`src/skf_pkg.sv`:
```
`default_nettype none
// ----------------------------------------------------------------------------
// Sorted key set filter package
// Shared widths, defaults and the control bundle handed to the key cells.
// ----------------------------------------------------------------------------
package skf_pkg;

    localparam int KEY_W        = 48;
    localparam int COUNT_OUT_W  = 8;
    localparam int CAPACITY_DEF = 128;

    typedef enum logic {
        OP_LOOKUP = 1'b0,
        OP_INSERT = 1'b1
    } t_op;

    // Phase strobes broadcast from the sequencer to every cell.
    typedef struct packed {
        logic cmp_en;   // capture the compare flags against the broadcast key
        logic ins_en;   // perform the ordered insertion
    } t_cell_ctrl;

endpackage : skf_pkg
`default_nettype wire

```
`src/skf_cell.sv`:
```
`default_nettype none
// ----------------------------------------------------------------------------
// Sorted key set cell
// Holds one slot of the ascending key array, compares it with the broadcast
// key and takes the new key or its left neighbour's key on an insertion.
// ----------------------------------------------------------------------------
module skf_cell
    import skf_pkg::*;
#(
    parameter int CAPACITY = CAPACITY_DEF,
    parameter int INDEX    = 0
) (
    input  wire logic                          i_clk,
    input  wire logic                          i_rst_n,
    input  wire t_cell_ctrl                    i_ctrl,
    input  wire logic [KEY_W-1:0]              i_key,
    input  wire logic [$clog2(CAPACITY+1)-1:0] i_count,
    input  wire logic [KEY_W-1:0]              i_left_key,
    input  wire logic                          i_left_lt,
    output logic      [KEY_W-1:0]              o_key,
    output logic                               o_lt,
    output logic                               o_eq
);

    localparam int CNT_W = $clog2(CAPACITY + 1);

    logic [KEY_W-1:0] r_key;
    logic             r_lt;
    logic             r_eq;
    logic             w_valid;

    assign w_valid = (CNT_W'(INDEX) < i_count);

    always_ff @(posedge i_clk) begin
        if (!i_rst_n) begin
            r_lt <= 1'b0;
            r_eq <= 1'b0;
        end else if (i_ctrl.cmp_en) begin
            r_lt <= w_valid && (r_key < i_key);
            r_eq <= w_valid && (r_key == i_key);
        end
    end

    // The first slot not below the key takes the new key; every slot above it
    // takes its left neighbour's key, which moves the larger keys up by one.
    always_ff @(posedge i_clk) begin
        if (i_ctrl.ins_en && !r_lt) begin
            r_key <= i_left_lt ? i_key : i_left_key;
        end
    end

    assign o_key = r_key;
    assign o_lt  = r_lt;
    assign o_eq  = r_eq;

endmodule : skf_cell
`default_nettype wire

```
`config.mk`:
```
export PLATFORM = sky130hd
export DESIGN_NAME = skf_cell
export DESIGN_NICKNAME = d
export VERILOG_FILES = /design/src/skf_pkg.sv /design/src/skf_cell.sv
export SDC_FILE = /design/constraint.sdc
export NUM_CORES = 1
export LEC_CHECK = 0
export BUFFER_PORTS_ARGS = -buffer_cell sky130_fd_sc_hd__buf_2
export CAP_MARGIN = 0
export CORE_AREA = 4 4 94 96
export DETAILED_ROUTE_END_ITERATION = 7
export DIE_AREA = 0 0 98 100
export GPL_ROUTABILITY_DRIVEN = 0
export PLACE_DENSITY = 0.81
export SLEW_MARGIN = 15
export SYNTH_ARGS = -nofsm -noshare
export SYNTH_HDL_FRONTEND = slang
export SYNTH_SLANG_ARGS = --single-unit
```
`constraint.sdc`:
```
create_clock -name i_clk -period 2.9 [get_ports i_clk]
set_input_delay 0.29 -clock i_clk [delete_from_list [all_inputs] [get_ports i_clk]]
set_output_delay 0.29 -clock i_clk [all_outputs]
set_load 0.05 [all_outputs]
```
==> impl_results.html, run 1 <==
<table>
<tr><th>Metric</th><th>Value</th></tr>
<tr><th colspan="2">Outcome</th></tr>
<tr><td>Run status</td><td>completed</td></tr>
<tr><th colspan="2">Drt</th></tr>
<tr><td>Drt pass-1 iters</td><td>4</td></tr>
<tr><td>Per-cell via count in the routed design</td><td>4.971</td></tr>
<tr><td>Number of DRC violations after detailed routing</td><td>0</td></tr>
<tr><td>DRT iter0 DRCs</td><td>31</td></tr>
<tr><td>Total length of routed wires</td><td>8320 um</td></tr>
<tr><td>Routed length per instance</td><td>15.10 um</td></tr>
<tr><td>Routed Antenna Nets</td><td>0</td></tr>
<tr><td>Vias post-DR</td><td>2739</td></tr>
<tr><th colspan="2">GRT</th></tr>
<tr><td>Antenna violations before repair</td><td>0</td></tr>
<tr><td>Vias in the first global route</td><td>3074</td></tr>
<tr><td>First-pass GRT wire length</td><td>13730 um</td></tr>
<tr><td>Pin count of the biggest net entering global routing</td><td>49</td></tr>
<tr><td>All-Layer GR Usage</td><td>0.1716</td></tr>
<tr><td>Grt total ovfl</td><td>0</td></tr>
<tr><th colspan="2">Timing</th></tr>
<tr><td>Final Hold Fails</td><td>0</td></tr>
<tr><td>Fraction of the cycle the final worst path needs</td><td>0.7413</td></tr>
<tr><td>Max Transition Viols Final</td><td>0</td></tr>
<tr><td>Final setup viols</td><td>0</td></tr>
<tr><td>Final Skew</td><td>0.01021 ns</td></tr>
<tr><td>Final period demand of the worst path</td><td>2.150 ns</td></tr>
<tr><td>Pin slew with the least headroom to its limit</td><td>about 0.64 ns</td></tr>
<tr><td>Achievable clock frequency</td><td>465.2 MHz</td></tr>
<tr><td>Worst setup slack after layout</td><td>roughly 0.75 ns</td></tr>
<tr><td>Slew Limit Headroom</td><td>0.5714</td></tr>
<tr><td>Sum Neg Setup Slack</td><td>0 ns</td></tr>
<tr><td>RSZ-0062 raised after global routing</td><td>no</td></tr>
<tr><th colspan="2">Cells and area</th></tr>
<tr><td>Fin nets</td><td>602</td></tr>
<tr><td>Area added between synthesis and finish</td><td>30.53%</td></tr>
<tr><td>Number of inserted diodes</td><td>0</td></tr>
<tr><td>Ratio of cells with drive above 1 in the final layout</td><td>0.4955</td></tr>
<tr><td>Layout Cell Area excl Fill</td><td>4323 um2</td></tr>
<tr><td>Util after Layout</td><td>0.5369</td></tr>
<tr><th colspan="2">Min path</th></tr>
<tr><td>Kind of path behind the tightest hold check</td><td>input port to register</td></tr>
<tr><th colspan="2">Logic synthesis</th></tr>
<tr><td>Cell variety after synth</td><td>34</td></tr>
<tr><td>Synthesized instance count</td><td>282</td></tr>
<tr><td>Register area share after synthesis</td><td>0.4473</td></tr>
<tr><td>Predominant post-synthesis flop cell</td><td>edfxtp_1</td></tr>
<tr><td>Fraction of registers with async set/reset</td><td>0</td></tr>
<tr><td>Net Count, Synth</td><td>439</td></tr>
<tr><td>Area of the mapped netlist</td><td>roughly 3300 um2</td></tr>
<tr><td>Mean instance size in the synthesized netlist</td><td>11.74 um2</td></tr>
<tr><td>Flip-flop and latch count after synthesis</td><td>50</td></tr>
<tr><td>Number of enable-type register cells in the synthesized netlist</td><td>48</td></tr>
<tr><td>Yosys warns</td><td>0</td></tr>
<tr><th colspan="2">Power</th></tr>
<tr><td>Post-layout total power</td><td>1.892 mW</td></tr>
<tr><td>Power per Cell Area</td><td>around 440 nW/um2</td></tr>
<tr><td>Max rail drop VDD</td><td>slightly below 0.3 mV</td></tr>
<tr><td>Leakage power figure</td><td>2.141 nW</td></tr>
<tr><th colspan="2">Setup path</th></tr>
<tr><td>Data arrival time at the worst-slack endpoint</td><td>2.34 ns</td></tr>
<tr><td>R2R setup slack</td><td>between 0.7 and 0.8 ns</td></tr>
<tr><td>Endpoint required time on the critical path</td><td>3.09 ns</td></tr>
<tr><td>Type of element launching the critical path</td><td>register</td></tr>
<tr><td>Critical path start-end classification</td><td>register to register</td></tr>
<tr><td>Critical Path Fanout Max</td><td>3</td></tr>
<tr><td>Sort of element at the end of the critical path</td><td>register</td></tr>
<tr><th colspan="2">Clock tree</th></tr>
<tr><td>Insertion delay to the later sink of the worst-skew pair</td><td>approximately 0.3 ns</td></tr>
<tr><td>Clock Sinks</td><td>50</td></tr>
<tr><td>Clock-pin transition on the worst setup and hold timing paths</td><td>approximately 0.090 ns</td></tr>
<tr><td>Number of H-tree branching levels</td><td>2</td></tr>
<tr><td>Number of CTS-inserted buffers</td><td>5</td></tr>
<tr><td>Quantity of gates resized following cts</td><td>0</td></tr>
<tr><td>Largest buffer count on any clock path</td><td>2</td></tr>
<tr><td>CTS root buf</td><td>clkbuf_8</td></tr>
<tr><td># Post-CTS Setup Buffers</td><td>0</td></tr>
<tr><td>TritonCTS clock tree</td><td>built</td></tr>
<tr><td>Cts hold-fix bufs</td><td>0</td></tr>
<tr><th colspan="2">Floorplan</th></tr>
<tr><td>Overall die area</td><td>9800 um2</td></tr>
<tr><td>Horiz. Die Dim</td><td>a little under 100 um</td></tr>
<tr><td># rows</td><td>33</td></tr>
<tr><td>Initial standard-cell utilization of the core</td><td>0.4113</td></tr>
<tr><td>DIE HEIGHT</td><td>100 um</td></tr>
<tr><td>Area of the core</td><td>8051 um2</td></tr>
<tr><td>Top Ports</td><td>159</td></tr>
<tr><th colspan="2">Job</th></tr>
<tr><td>Max-capacitance violation count</td><td>0</td></tr>
<tr><th colspan="2">Placement</th></tr>
<tr><td>Worst setup slack before clock tree synthesis</td><td>0.6833 ns</td></tr>
<tr><td>Detailed Place HPWL</td><td>a little over 7000 um</td></tr>
<tr><td>Post-Place Cell Area</td><td>4243 um2</td></tr>
<tr><td>IO buf count</td><td>roughly 160</td></tr>
</table>
[state kept, by name, summed over array words and instances, names as in the netlist]
register	cells
o_eq	1
o_key	48
o_lt	1
[placed cells by master (no fill, tap or decap), types with 3 or more instances in the layout]
master    synthesis  routed
a21o_1            5       5
a21oi_1          18      18
buf_2             2     158
buf_4             0       3
clkbuf_1          3       3
clkbuf_8          0       5
edfxtp_1         48      48
ha_1             48      48
inv_1            49      49
mux2_2           48      48
nand2_1          12      12
nand3_1           5       5
nand4_1           6       6
nor2_1            4       4
o21ai_0           6       6
[kinds of logic (layout without fill, tap and decap cells)]
| kind of cell | after synthesis | count (layout) | share of synthesized area |
|---|---|---|---|
| compound gates | 41 | 41 | 0.07708 |
| fa+ha+maj | 48 | 48 | 0.1813 |
| buf+inv | 54 | 218 | 0.06196 |
| flops | 50 | 50 | 0.4473 |
| mux | 48 | 48 | 0.1632 |
| simple gates | 41 | 41 | 0.06913 |
[synthesized netlist by cell type, types with 2 or more instances]
cell type  instances  area (um2)
a2111oi_0          2       17.52
or4_1              2       15.01
clkbuf_1           3       11.26
nor4_1             2       12.51
nand4_1            6       37.54
nand2_1           12       45.04
edfxtp_1          48        1441
a21o_1             5       37.54
o21ai_0            6       30.03
nor2_1             4       15.01
nor2b_1            3       18.77
inv_1             49       183.9
nand3_1            5       25.02
mux2_2            48       540.5
ha_1              48       600.6
buf_2              2       10.01
a21oi_1           18       90.09
dfxtp_1            2       40.04
o21ai_1            2       10.01
[layout make-up]
type / count / area, um2
Sequential cell: 50 / 1481
Clock buffer: 8 / 80.08
Tap cell: 105 / 131.4
Fill cell: 718 / 3729
Inverter: 49 / 183.9
Timing Repair Buffer: 161 / 813.3
Multi-Input combinational cell: 178 / 1633
[power breakdown]
group	switching, mW	internal (mW)	total [mW]	leakage [nW]
clock	0.217	0.172	0.389	0.0395
sequential	0.0314	0.866	0.897	0.479
combinational	0.386	0.219	0.605	1.62
[metrics by stage]
step	std cells	hold slack (ns)
global route	551	0.2699
finish	551	0.2891
global placement	543	0.4713
CTS	551	0.2749
floorplan	282	0.4397
detailed placement	543	0.4832
[per-layer routing]
metal  up-vias  routed length, um  part of all wire  track usage
met5         -                  0                 0            0
met3         9                682             0.082      0.04656
met4         0                 70            0.0084      0.04153
li1       1352                  -                 -            -
met1      1273               3179              0.38       0.1881
met2       105               4388              0.53       0.3277
[critical path, cell delays in order, from the launching register on]
cell and delay (ns):
edfxtp_1 0.42, ha_1 0.33, and4_4 0.25, nand2_2 0.06
nor4_1 0.43, and3_2 0.29, o31ai_1 0.08, a31o_1 0.20
[worst paths after layout]
path                  startpoint   endpoint  cells past startpoint
setup / recovery       o_key[45]       o_lt                      7
hold / removal    i_left_key[10]  o_key[10]                      2
setup reg to reg       o_key[45]       o_lt                      7
hold reg to reg             o_eq       o_eq                      2
Power figures use the tool's default switching activity.
==> inputs of run 2 (changes only) <==
--- a/config.mk
+++ b/config.mk
@@ -7,11 +7,11 @@
 export LEC_CHECK = 0
 export BUFFER_PORTS_ARGS = -buffer_cell sky130_fd_sc_hd__buf_2
 export CAP_MARGIN = 0
-export CORE_AREA = 4 4 94 96
+export CORE_AREA = 4 4 89 91
 export DETAILED_ROUTE_END_ITERATION = 7
-export DIE_AREA = 0 0 98 100
+export DIE_AREA = 0 0 93 95
 export GPL_ROUTABILITY_DRIVEN = 0
-export PLACE_DENSITY = 0.81
+export PLACE_DENSITY = 0.85
 export SLEW_MARGIN = 15
 export SYNTH_ARGS = -nofsm -noshare
 export SYNTH_HDL_FRONTEND = slang
==> constraint.sdc (replaced) <==
create_clock -name i_clk -period 2.1 [get_ports i_clk]
set_input_delay 0.21 -clock i_clk [delete_from_list [all_inputs] [get_ports i_clk]]
set_output_delay 0.21 -clock i_clk [all_outputs]
set_load 0.05 [all_outputs]
==> run 2 against run 1 <==
  * Worst setup slack lost 0.60 ns
  * Power rose by 39%
  * Global-route usage up 0.57 points
  * Maximum frequency increased by 11%
  * Critical path depth decreased by 1
  * Clock skew fell by 0.0071 ns
  * Combinational power rose by 40%
  * Design area up 1.6%
  * Critical endpoint unchanged
  * Largest cell class unchanged
==> impl_results.html, run 2 (same netlist as run 1, synthesis figures left out) <==
<table>
<tr><th>Metric</th><th>Value</th></tr>
<tr><th colspan="2">Clock tree</th></tr>
<tr><td>Clock Sinks</td><td>50 (unchanged)</td></tr>
<tr><td>Number of CTS-inserted buffers</td><td>5 (unchanged)</td></tr>
<tr><td>Cts hold-fix bufs</td><td>0 (unchanged)</td></tr>
<tr><td>Clock-pin transition on the worst setup and hold timing paths</td><td>0.09 ns (about the same)</td></tr>
<tr><td>Number of H-tree branching levels</td><td>2 (unchanged)</td></tr>
<tr><td># Post-CTS Setup Buffers</td><td>0 (unchanged)</td></tr>
<tr><td>TritonCTS clock tree</td><td>built</td></tr>
<tr><td>Insertion delay to the later sink of the worst-skew pair</td><td>0.29 ns (about the same)</td></tr>
<tr><td>CTS root buf</td><td>clkbuf_8</td></tr>
<tr><td>Largest buffer count on any clock path</td><td>2 (unchanged)</td></tr>
<tr><td>Quantity of gates resized following cts</td><td>0 (unchanged)</td></tr>
<tr><th colspan="2">Drt</th></tr>
<tr><td>Drt pass-1 iters</td><td>4 (unchanged)</td></tr>
<tr><td>Per-cell via count in the routed design</td><td>4.996 (+0.51%)</td></tr>
<tr><td>Routed Antenna Nets</td><td>0 (unchanged)</td></tr>
<tr><td>Vias post-DR</td><td>2723 (-0.58%)</td></tr>
<tr><td>Total length of routed wires</td><td>7992 um (-3.9%)</td></tr>
<tr><td>DRT iter0 DRCs</td><td>67 (+120%)</td></tr>
<tr><td>Routed length per instance</td><td>14.66 um (-2.9%)</td></tr>
<tr><td>Number of DRC violations after detailed routing</td><td>0 (unchanged)</td></tr>
<tr><th colspan="2">Timing</th></tr>
<tr><td>Pin slew with the least headroom to its limit</td><td>0.4441 ns (-0.1987 ns)</td></tr>
<tr><td>Max Transition Viols Final</td><td>0 (unchanged)</td></tr>
<tr><td>Final period demand of the worst path</td><td>1.945 ns (-0.2047 ns)</td></tr>
<tr><td>Final Hold Fails</td><td>0 (unchanged)</td></tr>
<tr><td>Achievable clock frequency</td><td>514.1 MHz (+11%)</td></tr>
<tr><td>RSZ-0062 raised after global routing</td><td>no</td></tr>
<tr><td>Slew Limit Headroom</td><td>0.6963 (+0.1248)</td></tr>
<tr><td>Sum Neg Setup Slack</td><td>0 ns (unchanged)</td></tr>
<tr><td>Fraction of the cycle the final worst path needs</td><td>0.9263 (+0.1849)</td></tr>
<tr><td>Final setup viols</td><td>0 (unchanged)</td></tr>
<tr><td>Final Skew</td><td>0.003074 ns (-0.007133 ns)</td></tr>
<tr><th colspan="2">Floorplan</th></tr>
<tr><td># rows</td><td>31 (-6.1%)</td></tr>
<tr><td>Area of the core</td><td>7137 um2 (-11%)</td></tr>
<tr><td>Horiz. Die Dim</td><td>93 um (-5.1%)</td></tr>
<tr><td>Top Ports</td><td>159 (unchanged)</td></tr>
<tr><td>Overall die area</td><td>8835 um2 (-9.8%)</td></tr>
<tr><td>DIE HEIGHT</td><td>95 um (-5.0%)</td></tr>
<tr><td>Initial standard-cell utilization of the core</td><td>0.4641 (+0.05272)</td></tr>
<tr><th colspan="2">Min path</th></tr>
<tr><td>Worst Hold Endpoint</td><td>o_eq</td></tr>
<tr><td>Hold path startpoint</td><td>i_rst_n</td></tr>
<tr><td>Kind of path behind the tightest hold check</td><td>input port to register</td></tr>
<tr><td>Cell depth of the worst hold path</td><td>2 (unchanged)</td></tr>
<tr><th colspan="2">Setup path</th></tr>
<tr><td>Data arrival time at the worst-slack endpoint</td><td>2.19 ns (-0.15 ns)</td></tr>
<tr><td>FF-to-FF path depth</td><td>6 (-1)</td></tr>
<tr><td>Endpoint required time on the critical path</td><td>2.35 ns (-0.74 ns)</td></tr>
<tr><td>Sort of element at the end of the critical path</td><td>register</td></tr>
<tr><td>Critical Path Source</td><td>o_key[47]</td></tr>
<tr><td>R2R setup slack</td><td>0.15 ns (-0.60 ns)</td></tr>
<tr><td>Type of element launching the critical path</td><td>register</td></tr>
<tr><td>R2r endpoint</td><td>o_lt</td></tr>
<tr><td>Reg2reg start</td><td>o_key[47]</td></tr>
<tr><td>Critical path start-end classification</td><td>register to register</td></tr>
<tr><td>Critical Path Fanout Max</td><td>3 (unchanged)</td></tr>
<tr><th colspan="2">Cells and area</th></tr>
<tr><td>Most frequent standard cell in the layout excluding fill and tap cells</td><td>buf_2</td></tr>
<tr><td>Layout Cell Area excl Fill</td><td>4392 um2 (+1.6%)</td></tr>
<tr><td>Fin nets</td><td>602 (unchanged)</td></tr>
<tr><td>Area added between synthesis and finish</td><td>32.60%</td></tr>
<tr><td>Number of flip-flops under the largest register name</td><td>48 (unchanged)</td></tr>
<tr><td>Number of inserted diodes</td><td>0 (unchanged)</td></tr>
<tr><td>Highest-count cells in the layout ignoring fill and taps</td><td>buf_2 (158), inv_1 (49), mux2_2 (48), edfxtp_1 (48), ha_1 (45)</td></tr>
<tr><td>Filler-free cell count of the finished design</td><td>545 (-1.1%)</td></tr>
<tr><td>Util after Layout</td><td>0.6154 (+0.07845)</td></tr>
<tr><td>Ratio of cells with drive above 1 in the final layout</td><td>0.5067 (+0.01121)</td></tr>
<tr><th colspan="2">Outcome</th></tr>
<tr><td>Run status</td><td>completed</td></tr>
<tr><th colspan="2">Power</th></tr>
<tr><td>Post-layout total power</td><td>2.638 mW (+39%)</td></tr>
<tr><td>Power per Cell Area</td><td>600.7 nW/um2 (+37%)</td></tr>
<tr><td>Max rail drop VDD</td><td>0.3131 mV (+5.1%)</td></tr>
<tr><td>Leakage power figure</td><td>2.149 nW (+0.37%)</td></tr>
<tr><th colspan="2">GRT</th></tr>
<tr><td>Grt total ovfl</td><td>0 (unchanged)</td></tr>
<tr><td>Pin count of the biggest net entering global routing</td><td>49 (unchanged)</td></tr>
<tr><td>Vias in the first global route</td><td>2744 (-11%)</td></tr>
<tr><td>All-Layer GR Usage</td><td>0.1773 (+0.005693)</td></tr>
<tr><td>Antenna violations before repair</td><td>0 (unchanged)</td></tr>
<tr><td>First-pass GRT wire length</td><td>12290 um (-11%)</td></tr>
<tr><th colspan="2">Placement</th></tr>
<tr><td>Detailed Place HPWL</td><td>6565 um (-7.7%)</td></tr>
<tr><td>IO buf count</td><td>158 (unchanged)</td></tr>
<tr><td>Placed instance count</td><td>537 (-1.1%)</td></tr>
<tr><td>Post-Place Cell Area</td><td>4312 um2 (+1.6%)</td></tr>
<tr><th colspan="2">Job</th></tr>
<tr><td>Max-capacitance violation count</td><td>0 (unchanged)</td></tr>
</table>
[run 2: cell counts in the layout (fill, tap and decap cells not counted)]
Identical to the previous run, type by type.
[run 2: worst max-delay path by stage]
stage          endpoint  cells past startpoint  slack, ns
2_1_floorplan      o_lt                      6      0.004
5_1_grt            o_lt                      6       0.04
4_1_cts            o_lt                      6       0.15
3_5_place_dp       o_lt                      6       0.17
3_3_place_gp       o_lt                      6       0.24
6_report           o_lt                      6       0.15
[run 2: layout make-up]
class | instances | area [um2]
Timing Repair Buffer | 161 | 838.3
Multi-Input combinational cell | 178 | 1684
Tap cell | 99 | 123.9
Sequential cell | 50 | 1481
Inverter | 49 | 183.9
Clock buffer | 8 | 80.08
Fill cell | 612 | 2745
[run 2: critical path: stages (launching register included)]
cell and delay [ns]:
edfxtp_1 0.40, ha_1 0.32, and4_4 0.20, a2111oi_0 0.39, o21ai_1 0.14, a311oi_1 0.28
a31o_1 0.17
[run 2: power by group]
part,switching (mW),leakage (nW),total [mW],internal [mW]
logic,0.533,1.63,0.847,0.314
registers,0.0461,0.479,1.24,1.20
clock network,0.312,0.0395,0.550,0.238
[run 2: through the flow]
step / hold slack, ns / worst slack, ns
after floorplan: 0.3597 / 0.003893
after global placement: 0.4646 / 0.2387
after detailed placement: 0.4777 / 0.1658
after CTS: 0.1827 / 0.1472
after global routing: 0.1917 / 0.03564
final: 0.1902 / 0.1549
[run 2: metal layers]
layer	share of wire	GRT usage	up-vias	wire (um)
li1	-	-	1358	-
met1	0.40	0.2126	1242	3230
met2	0.51	0.3161	105	4080
met3	0.061	0.03506	18	489
met4	0.024	0.06349	0	191
met5	0	0	-	0
